--- src/rtl/core/csis_pkg.sv ---
// Shared types and opcode constants for the CPU subset instruction step unit.
package csis_pkg;

  typedef struct packed {
    logic [7:0] cmd;
    logic [7:0] imm_lo;
    logic [7:0] imm_hi;
    logic [7:0] mem_lo;
    logic [7:0] mem_hi;
  } req_t;

  typedef struct packed {
    logic [15:0] next_pc;
    logic [2:0]  cycles;
    logic [7:0]  reg_a_out;
    logic [7:0]  reg_f_out;
    logic [15:0] reg_de_out;
    logic [15:0] reg_hl_out;
    logic [15:0] reg_sp_out;
    logic [15:0] read_addr;
    logic [1:0]  write_count;
    logic [15:0] write_addr;
    logic [15:0] write_data;
    logic        unsupported;
  } rsp_t;

  localparam int unsigned CFG_IDX_W = 2;
  typedef logic [CFG_IDX_W-1:0] cfg_idx_t;

  localparam cfg_idx_t CFG_START_PC = 2'd0;
  localparam cfg_idx_t CFG_START_SP = 2'd1;
  localparam cfg_idx_t CFG_BC_VALUE = 2'd2;

  localparam logic [15:0] RESET_PC = 16'h0100;
  localparam logic [15:0] RESET_SP = 16'hFFFE;

  localparam logic [7:0] OP_JP     = 8'hC3;
  localparam logic [7:0] OP_JP_Z   = 8'hCA;
  localparam logic [7:0] OP_JP_C   = 8'hDA;
  localparam logic [7:0] OP_JR     = 8'h18;
  localparam logic [7:0] OP_LD_A_N = 8'h3E;
  localparam logic [7:0] OP_LD_NN_A = 8'hEA;
  localparam logic [7:0] OP_LDI_A_HL = 8'h2A;
  localparam logic [7:0] OP_LDD_A_HL = 8'h3A;
  localparam logic [7:0] OP_LDI_HL_A = 8'h22;
  localparam logic [7:0] OP_LDD_HL_A = 8'h32;
  localparam logic [7:0] OP_INC_A  = 8'h3C;
  localparam logic [7:0] OP_ADD_N  = 8'hC6;
  localparam logic [7:0] OP_SUB_N  = 8'hD6;
  localparam logic [7:0] OP_CP_N   = 8'hFE;
  localparam logic [7:0] OP_RRA    = 8'h1F;
  localparam logic [7:0] OP_PUSH_BC = 8'hC5;
  localparam logic [7:0] OP_POP_DE = 8'hD1;
  localparam logic [7:0] OP_CALL   = 8'hCD;
  localparam logic [7:0] OP_RET    = 8'hC9;

  localparam int unsigned FLAG_Z_BIT = 7;
  localparam int unsigned FLAG_C_BIT = 4;

endpackage

--- src/rtl/core/csis_req_if.sv ---
// Request channel carrying one instruction and its fetched bytes.
interface csis_req_if;
  logic                valid;
  logic                ready;
  csis_pkg::req_t      data;

  modport source (output valid, output data, input ready);
  modport sink (input valid, input data, output ready);
endinterface

--- src/rtl/core/csis_rsp_if.sv ---
// Result channel carrying the outcome of one instruction.
interface csis_rsp_if;
  logic                valid;
  logic                ready;
  csis_pkg::rsp_t      data;

  modport source (output valid, output data, input ready);
  modport sink (input valid, input data, output ready);
endinterface

--- src/rtl/core/csis_cfg_if.sv ---
// Configuration write channel: register index and write data.
interface csis_cfg_if;
  logic                  valid;
  logic                  ready;
  csis_pkg::cfg_idx_t    index;
  logic [15:0]           wdata;

  modport source (output valid, output index, output wdata, input ready);
  modport sink (input valid, input index, input wdata, output ready);
endinterface

--- src/rtl/core/csis_in_stage.sv ---
// Input register that holds one accepted request until it executes.
module csis_in_stage (
  input  logic            clk,
  input  logic            rst,
  csis_req_if.sink        req,
  input  logic            advance,
  output logic            held_valid,
  output csis_pkg::req_t  held
);
  import csis_pkg::*;

  assign req.ready = !held_valid || advance;

  always_ff @(posedge clk) begin
    if (rst) begin
      held_valid <= 1'b0;
    end else if (req.ready) begin
      held_valid <= req.valid;
    end
  end

  always_ff @(posedge clk) begin
    if (req.valid && req.ready) begin
      held <= req.data;
    end
  end
endmodule

--- src/rtl/core/csis_exec.sv ---
// Architectural registers and single-pass execute logic for one instruction.
module csis_exec (
  input  logic            clk,
  input  logic            rst,
  csis_cfg_if.sink        cfg,
  input  logic            step,
  input  csis_pkg::req_t  item,
  output csis_pkg::rsp_t  result
);
  import csis_pkg::*;

  logic [7:0]  acc;
  logic [7:0]  flags;
  logic [15:0] de;
  logic [15:0] hl;
  logic [15:0] sp;
  logic [15:0] pc;
  logic [15:0] bc;

  logic [15:0] nn;
  logic [15:0] mword;
  logic [15:0] pc_p1;
  logic [15:0] pc_p2;
  logic [15:0] pc_p3;
  logic [15:0] sp_dec;
  logic [15:0] sp_inc;
  logic [8:0]  add_sum;
  logic [4:0]  add_nib;
  logic [8:0]  sub_diff;
  logic [7:0]  sub_flags;
  logic [7:0]  inc_val;
  logic        taken_z;
  logic        taken_c;

  assign cfg.ready = 1'b1;

  assign nn       = {item.imm_hi, item.imm_lo};
  assign mword    = {item.mem_hi, item.mem_lo};
  assign pc_p1    = pc + 16'd1;
  assign pc_p2    = pc + 16'd2;
  assign pc_p3    = pc + 16'd3;
  assign sp_dec   = sp - 16'd2;
  assign sp_inc   = sp + 16'd2;
  assign add_sum  = {1'b0, acc} + {1'b0, item.imm_lo};
  assign add_nib  = {1'b0, acc[3:0]} + {1'b0, item.imm_lo[3:0]};
  assign sub_diff = {1'b0, acc} - {1'b0, item.imm_lo};
  assign inc_val  = acc + 8'd1;
  assign taken_z  = flags[FLAG_Z_BIT];
  assign taken_c  = flags[FLAG_C_BIT];
  assign sub_flags = {sub_diff[7:0] == 8'd0, 1'b1, acc[3:0] < item.imm_lo[3:0],
                      sub_diff[8], 4'b0000};

  always_comb begin
    result.next_pc     = pc;
    result.cycles      = 3'd0;
    result.reg_a_out   = acc;
    result.reg_f_out   = flags;
    result.reg_de_out  = de;
    result.reg_hl_out  = hl;
    result.reg_sp_out  = sp;
    result.read_addr   = 16'd0;
    result.write_count = 2'd0;
    result.write_addr  = 16'd0;
    result.write_data  = 16'd0;
    result.unsupported = 1'b0;
    unique case (item.cmd) inside
      OP_JP: begin
        result.next_pc = nn;
        result.cycles  = 3'd4;
      end
      OP_JP_Z: begin
        result.next_pc = taken_z ? nn : pc_p3;
        result.cycles  = taken_z ? 3'd4 : 3'd3;
      end
      OP_JP_C: begin
        result.next_pc = taken_c ? nn : pc_p3;
        result.cycles  = taken_c ? 3'd4 : 3'd3;
      end
      OP_JR: begin
        result.next_pc = pc_p2 + {{8{item.imm_lo[7]}}, item.imm_lo};
        result.cycles  = 3'd3;
      end
      OP_LD_A_N: begin
        result.reg_a_out = item.imm_lo;
        result.next_pc   = pc_p2;
        result.cycles    = 3'd2;
      end
      OP_LD_NN_A: begin
        result.write_count = 2'd1;
        result.write_addr  = nn;
        result.write_data  = {8'd0, acc};
        result.next_pc     = pc_p3;
        result.cycles      = 3'd4;
      end
      OP_LDI_A_HL, OP_LDD_A_HL: begin
        result.read_addr  = hl;
        result.reg_a_out  = item.mem_lo;
        result.reg_hl_out = (item.cmd == OP_LDI_A_HL) ? hl + 16'd1 : hl - 16'd1;
        result.next_pc    = pc_p1;
        result.cycles     = 3'd2;
      end
      OP_LDI_HL_A, OP_LDD_HL_A: begin
        result.write_count = 2'd1;
        result.write_addr  = hl;
        result.write_data  = {8'd0, acc};
        result.reg_hl_out  = (item.cmd == OP_LDI_HL_A) ? hl + 16'd1 : hl - 16'd1;
        result.next_pc     = pc_p1;
        result.cycles      = 3'd2;
      end
      OP_INC_A: begin
        result.reg_a_out = inc_val;
        result.reg_f_out = {inc_val == 8'd0, 1'b0, acc[3:0] == 4'hF,
                            flags[FLAG_C_BIT], 4'b0000};
        result.next_pc   = pc_p1;
        result.cycles    = 3'd1;
      end
      OP_ADD_N: begin
        result.reg_a_out = add_sum[7:0];
        result.reg_f_out = {add_sum[7:0] == 8'd0, 1'b0, add_nib[4], add_sum[8], 4'b0000};
        result.next_pc   = pc_p2;
        result.cycles    = 3'd2;
      end
      OP_SUB_N: begin
        result.reg_a_out = sub_diff[7:0];
        result.reg_f_out = sub_flags;
        result.next_pc   = pc_p2;
        result.cycles    = 3'd2;
      end
      OP_CP_N: begin
        result.reg_f_out = sub_flags;
        result.next_pc   = pc_p2;
        result.cycles    = 3'd2;
      end
      OP_RRA: begin
        result.reg_a_out = {flags[FLAG_C_BIT], acc[7:1]};
        result.reg_f_out = {3'b000, acc[0], 4'b0000};
        result.next_pc   = pc_p1;
        result.cycles    = 3'd1;
      end
      OP_PUSH_BC: begin
        result.reg_sp_out  = sp_dec;
        result.write_count = 2'd2;
        result.write_addr  = sp_dec;
        result.write_data  = bc;
        result.next_pc     = pc_p1;
        result.cycles      = 3'd4;
      end
      OP_POP_DE: begin
        result.read_addr  = sp;
        result.reg_de_out = mword;
        result.reg_sp_out = sp_inc;
        result.next_pc    = pc_p1;
        result.cycles     = 3'd3;
      end
      OP_CALL: begin
        result.reg_sp_out  = sp_dec;
        result.write_count = 2'd2;
        result.write_addr  = sp_dec;
        result.write_data  = pc_p3;
        result.next_pc     = nn;
        result.cycles      = 3'd6;
      end
      OP_RET: begin
        result.read_addr  = sp;
        result.reg_sp_out = sp_inc;
        result.next_pc    = mword;
        result.cycles     = 3'd4;
      end
      default: begin
        result.unsupported = 1'b1;
      end
    endcase
  end

  always_ff @(posedge clk) begin
    if (rst) begin
      acc   <= 8'd0;
      flags <= 8'd0;
      de    <= 16'd0;
      hl    <= 16'd0;
      sp    <= RESET_SP;
      pc    <= RESET_PC;
      bc    <= 16'd0;
    end else begin
      if (step) begin
        acc   <= result.reg_a_out;
        flags <= result.reg_f_out;
        de    <= result.reg_de_out;
        hl    <= result.reg_hl_out;
        sp    <= result.reg_sp_out;
        pc    <= result.next_pc;
      end
      if (cfg.valid && cfg.ready) begin
        case (cfg.index)
          CFG_START_PC: pc <= cfg.wdata;
          CFG_START_SP: sp <= cfg.wdata;
          CFG_BC_VALUE: bc <= cfg.wdata;
          default: ;
        endcase
      end
    end
  end
endmodule

--- src/rtl/core/csis_out_stage.sv ---
// Result register that holds one finished instruction until it is taken.
module csis_out_stage (
  input  logic            clk,
  input  logic            rst,
  input  logic            held_valid,
  input  csis_pkg::rsp_t  result,
  output logic            advance,
  csis_rsp_if.source      rsp
);
  import csis_pkg::*;

  assign advance = held_valid && (!rsp.valid || rsp.ready);

  always_ff @(posedge clk) begin
    if (rst) begin
      rsp.valid <= 1'b0;
    end else if (!rsp.valid || rsp.ready) begin
      rsp.valid <= held_valid;
    end
  end

  always_ff @(posedge clk) begin
    if (advance) begin
      rsp.data <= result;
    end
  end
endmodule

--- src/rtl/core/cpu_subset_instruction_step_unit.sv ---
// Top level of the CPU subset instruction step unit.
// Executes one instruction of a small 8-bit CPU subset per request and returns one result:
// next PC, machine cycles, A/F/DE/HL/SP, the read address and any one- or two-byte memory write.
// A request is taken into an input register, executed in a single pass against the
// architectural registers, and loaded into a result register; while results are taken, a
// new request can be accepted every cycle and throughput is one instruction per cycle, set
// by the single execute pass between the two registers. Writing start_pc or start_sp loads
// PC or SP at once; configuration writes are always ready and are meant to arrive while idle.
module cpu_subset_instruction_step_unit (
  input  logic        clk,
  input  logic        rst,
  csis_req_if.sink    req,
  csis_rsp_if.source  rsp,
  csis_cfg_if.sink    cfg
);
  import csis_pkg::*;

  logic held_valid;
  req_t held;
  rsp_t result;
  logic advance;

  csis_in_stage u_in_stage (
    .clk        (clk),
    .rst        (rst),
    .req        (req),
    .advance    (advance),
    .held_valid (held_valid),
    .held       (held)
  );

  csis_exec u_exec (
    .clk    (clk),
    .rst    (rst),
    .cfg    (cfg),
    .step   (advance),
    .item   (held),
    .result (result)
  );

  csis_out_stage u_out_stage (
    .clk        (clk),
    .rst        (rst),
    .held_valid (held_valid),
    .result     (result),
    .advance    (advance),
    .rsp        (rsp)
  );

`ifndef NO_ASSERTIONS
  a_unsup_quiet: assert property (@(posedge clk) disable iff (rst)
    (rsp.valid && rsp.data.unsupported) |->
      (rsp.data.cycles == 3'd0 && rsp.data.write_count == 2'd0))
    else $error("unsupported result reports cycles or a write");

  a_push_at_sp: assert property (@(posedge clk) disable iff (rst)
    (rsp.valid && rsp.data.write_count == 2'd2) |->
      (rsp.data.write_addr == rsp.data.reg_sp_out))
    else $error("two-byte write not at the new stack pointer");

  a_held_kept: assert property (@(posedge clk) disable iff (rst)
    (held_valid && !advance) |=> held_valid)
    else $error("held request dropped without executing");

  a_wcount_range: assert property (@(posedge clk) disable iff (rst)
    rsp.valid |-> (rsp.data.write_count != 2'd3))
    else $error("write count out of range");
`endif
endmodule

--- src/flat_wrapper.sv ---
// flat-port wrapper written by rule: the top's interface ports become plain ports
module cpu_subset_instruction_step_unit_flat import csis_pkg::*;
  (clk, rst, req_valid, req_data, req_ready, rsp_valid, rsp_data, rsp_ready, cfg_valid, cfg_index, cfg_wdata, cfg_ready);
  csis_req_if req_i ();
  csis_rsp_if rsp_i ();
  csis_cfg_if cfg_i ();
  input  logic clk;
  input  logic rst;
  input wire logic [$bits(req_i.valid)-1:0] req_valid;
  input wire logic [$bits(req_i.data)-1:0] req_data;
  output wire logic [$bits(req_i.ready)-1:0] req_ready;
  output wire logic [$bits(rsp_i.valid)-1:0] rsp_valid;
  output wire logic [$bits(rsp_i.data)-1:0] rsp_data;
  input wire logic [$bits(rsp_i.ready)-1:0] rsp_ready;
  input wire logic [$bits(cfg_i.valid)-1:0] cfg_valid;
  input wire logic [$bits(cfg_i.index)-1:0] cfg_index;
  input wire logic [$bits(cfg_i.wdata)-1:0] cfg_wdata;
  output wire logic [$bits(cfg_i.ready)-1:0] cfg_ready;
  assign req_i.valid = req_valid;
  assign req_i.data = req_data;
  assign req_ready = req_i.ready;
  assign rsp_valid = rsp_i.valid;
  assign rsp_data = rsp_i.data;
  assign rsp_i.ready = rsp_ready;
  assign cfg_i.valid = cfg_valid;
  assign cfg_i.index = cfg_index;
  assign cfg_i.wdata = cfg_wdata;
  assign cfg_ready = cfg_i.ready;
  cpu_subset_instruction_step_unit u_core (.clk(clk), .rst(rst), .req(req_i), .rsp(rsp_i), .cfg(cfg_i));
endmodule
--- config.mk ---
export PLATFORM = sky130hd
export DESIGN_NAME = cpu_subset_instruction_step_unit_flat
export DESIGN_NICKNAME = d
export VERILOG_FILES = /design/src/rtl/core/csis_pkg.sv /design/src/rtl/core/csis_req_if.sv /design/src/rtl/core/csis_rsp_if.sv /design/src/rtl/core/csis_cfg_if.sv /design/src/rtl/core/csis_in_stage.sv /design/src/rtl/core/csis_exec.sv /design/src/rtl/core/csis_out_stage.sv /design/src/rtl/core/cpu_subset_instruction_step_unit.sv /design/src/flat_wrapper.sv
export SDC_FILE = /design/constraint.sdc
export NUM_CORES = 1
export LEC_CHECK = 0
export BUFFER_PORTS_ARGS = -buffer_cell sky130_fd_sc_hd__buf_2
export CAP_MARGIN = 20
export CELL_PAD_IN_SITES_DETAIL_PLACEMENT = 1
export CELL_PAD_IN_SITES_GLOBAL_PLACEMENT = 2
export CORE_MARGIN = 5
export CORE_UTILIZATION = 33
export CTS_CLUSTER_SIZE = 8
export DETAILED_ROUTE_END_ITERATION = 8
export PLACE_DENSITY = 0.83
export SLEW_MARGIN = 20
export SYNTH_ARGS = -nofsm -noshare
export SYNTH_HDL_FRONTEND = slang
export SYNTH_SLANG_ARGS = --single-unit
--- constraint.sdc ---
create_clock -name clk -period 5.47 [get_ports clk]
set_input_delay 0.547 -clock clk [delete_from_list [all_inputs] [get_ports clk]]
set_output_delay 0.547 -clock clk [all_outputs]
set_load 0.01 [all_outputs]
==> flow_metrics.tcl <==
set metrics [dict create \
    worst_r2r_startpoint "u_core.u_exec.pc[2]" \
    total_clock_sinks 272 \
    cts_root_buf "clkbuf_16" \
    cts_buffers 40 \
    most-common-layout-cells "216 x nand2_1, 198 x buf_2, 184 x nor2_1" \
    worst_setup_end_kind "register" \
    clock.fmax_mhz 242 \
    final_max_slew_viol_count 0 \
    grt_overflow 0 \
    layout_commonest_cell "nand2_1" \
    reg2reg_setup_slack_ns 1.34 \
    synthCells 1641 \
    row_count 78 \
    worst-path-max-fanout 9 \
    timing.hold.worst.start "req_data[23]" \
    cp-start-kind "register" \
    vias 13600 \
    synth-edff-count 174 \
    rsz0062_at_grt "no" \
    placement.cell_area_um2 16600 \
    ant_nets 0 \
    dpl.hpwl_mm 43.6 \
    h_tree_level_count 2 \
    core_box_area_um2 45600 \
    grt_usage_pct 22.8 \
    antenna_found_initial 0 \
    ys_seq_area_share_pct 47.1 \
    grt_first_pass_wirelength_mm 89.2 \
    final_core_utilization_pct 39.0 \
    dominantRegCellSynth "edfxtp_1" \
    cts-hold-fix-buffers 0 \
    dieWidth_um 225 \
    timing.hold.worst.class "in -> reg" \
    setup_viol 0 \
    route.detailed.wl_per_inst_um 24.6 \
    syn-cell-area_um2 15300 \
    later_pin_clock_latency_in_the_skew_report_ns 0.58 \
    portBuffers 198 \
    power.ir.vdd_worst_mv 0.225 \
    max_slew_margin_pct 30.0 \
    finish.instance_area_um2 17800 \
    boundaryPins 200 \
    timing.clock.skew_ns 0.0444 \
    post-route-min-period_ns 4.13 \
    maxCapViolCount 0 \
    timing.setup.critical_path_class "reg -> reg" \
    synth_register_bits 272 \
    place.gp.congestion 0.931 \
    first_pass_iters 5 \
    synth_warnings 0 \
    worstMarginPinSlew_ns 1.04 \
    final_layout_size_suffix_gt1_share_pct 17.3 \
    run_status "finished, final reports clean" \
    cts.repair.resized 0 \
    finalWirelength_mm 59.3 \
    pin_count_of_the_biggest_net_entering_global_routing 106 \
    final.setup.tns_ns 0 \
    post_cts.repair.setup_buffers 0 \
    clk_pin_slew_ns 0.05 \
    power_per_cell_area_nw_per_um2 297 \
    critPathLaunch "u_core.u_exec.pc[2]" \
    drc 0 \
    ys_async_sr_fraction_pct 0 \
    postSynthAreaPerCell_um2 9.29 \
    max-clock-path-buffers 3 \
    drt-vias-per-instance 5.63 \
    tritoncts_clock_tree "done" \
    antenna_cells_inserted 0 \
    initial_core_util_pct 33.5 \
    finalNetCount 1888 \
    area_growth_pct 16.7 \
    worstPathArrival_ns 4.45 \
    grt_pass1_vias 13700 \
    detail_route.iter0.violations 1408 \
    power_leakage_uw 0.00688 \
    critical_path_required_ns 5.78 \
    fin_crit_sh_pct 75.6 \
    hold_violations 0 \
    die_h_um 225 \
    die_area_um2 50600 \
    yosys.cell_types.count 93 \
    synth_fp_nets 1749 \
]
[logic make-up after synthesis]
family,count (synthesis),share of synthesized area (%)
AND/OR/NAND/NOR,657,20.6
buffers and inverters,160,4.48
AO/OA/AOI/OAI,389,17.0
multiplexers,14,0.984
adder cells (fa/ha/maj),45,3.84
other,1,0.0246
XOR/XNOR,103,5.91
flip-flops,272,47.1
[report_power, final]
| group | internal, uW | total, uW | switching [uW] |
|---|---|---|---|
| clock | 1390 | 2330 | 939 |
| sequential | 2290 | 2400 | 116 |
| combinational | 197 | 547 | 350 |
| total | 3870 | 5280 | 1400 |
[layout make-up]
| cell class | count | area (um^2) |
|---|---|---|
| clock buffer | 67 | 1120 |
| timing repair buffer | 219 | 1160 |
| sequential | 272 | 7190 |
| fill | 5235 | 27800 |
| tap | 600 | 751 |
| inverter | 38 | 148 |
| multi-input combinational | 1209 | 7400 |
| clock inverter | 5 | 30.0 |
[worst paths after layout]
path | cells after the start | end
min reg2reg | 1 | u_core.u_exec.flags[0]
max reg2reg | 13 | u_core.u_out_stage.rsp.data[131]
min | 1 | u_core.u_in_stage.held[23]
max | 13 | u_core.u_out_stage.rsp.data[131]
[per-stage QoR]
step | hold WS (ns) | instances | worst slack (ns) | power, uW
3_5_place_dp | 0.436 | 2338 | 1.45 | 2980
5_1_grt | 0.137 | 2410 | 1.11 | 5490
4_1_cts | 0.122 | 2410 | 1.42 | 5330
2_1_floorplan | 0.421 | 1641 | 1.88 | 2750
6_report | 0.149 | 2410 | 1.34 | 5280
3_3_place_gp | 0.436 | 2338 | 1.49 | 2970
[critical path, stage by stage, from the launching register on]
cell	delay, ns
dfxtp_1	0.52
ha_1	0.32
and3_1	0.28
and3_1	0.30
and3_1	0.25
xor2_1	0.11
ha_1	0.24
a21oi_2	0.23
or3b_1	0.38
or3_1	0.31
a31oi_1	0.29
xnor2_1	0.14
a2111oi_0	0.41
nor2_1	0.08
[registers in the layout, summed over array words and instances (netlist names)]
signal and flops:
u_core.u_in_stage.held 40, u_core.u_exec.hl 16, u_core.u_out_stage.rsp.data 134, u_core.u_exec.bc 16, u_core.u_exec.acc 8, u_core.u_out_stage.rsp.valid 1, u_core.u_exec.sp 16, u_core.u_in_stage.held_valid 1
u_core.u_exec.pc 16, u_core.u_exec.flags 8, u_core.u_exec.de 16
[per-layer routing]
metal / GRT usage (%) / part of all wire [%]
met1: 31.8 / 44
met2: 36.8 / 46
met3: 3.30 / 6.8
met4: 7.21 / 3.0
met5: 0 / 0
[synth_stat cells, drive strengths merged (6+ instances only)]
cell type    n  area [um^2]
nand2      216          811
nor2       185          697
edfxtp     174         5230
o21ai      106          538
dfxtp       98         1960
a21oi       87          439
clkbuf      78          293
nand3       58          295
xnor2       58          508
nor3        55          307
xor2        45          394
buf         44          248
ha          42          526
inv         36          135
a22oi       26          195
a31oi       19          119
and3        19          119
nor4        17          119
a221o       16          160
and2        16          103
a22o        15          131
a211oi      14          105
nand4       14          100
nand2b      13         81.3
or2         12         75.1
or3         12         75.1
a21o        11         82.6
o211ai       9         72.6
mux2         8         90.1
nor2b        8         50.1
o31ai        7         52.6
and4         6         55.1
mux2i        6         60.1
nor3b        6         71.3
o311ai       6         52.6
Power figures use the tool's default switching activity.
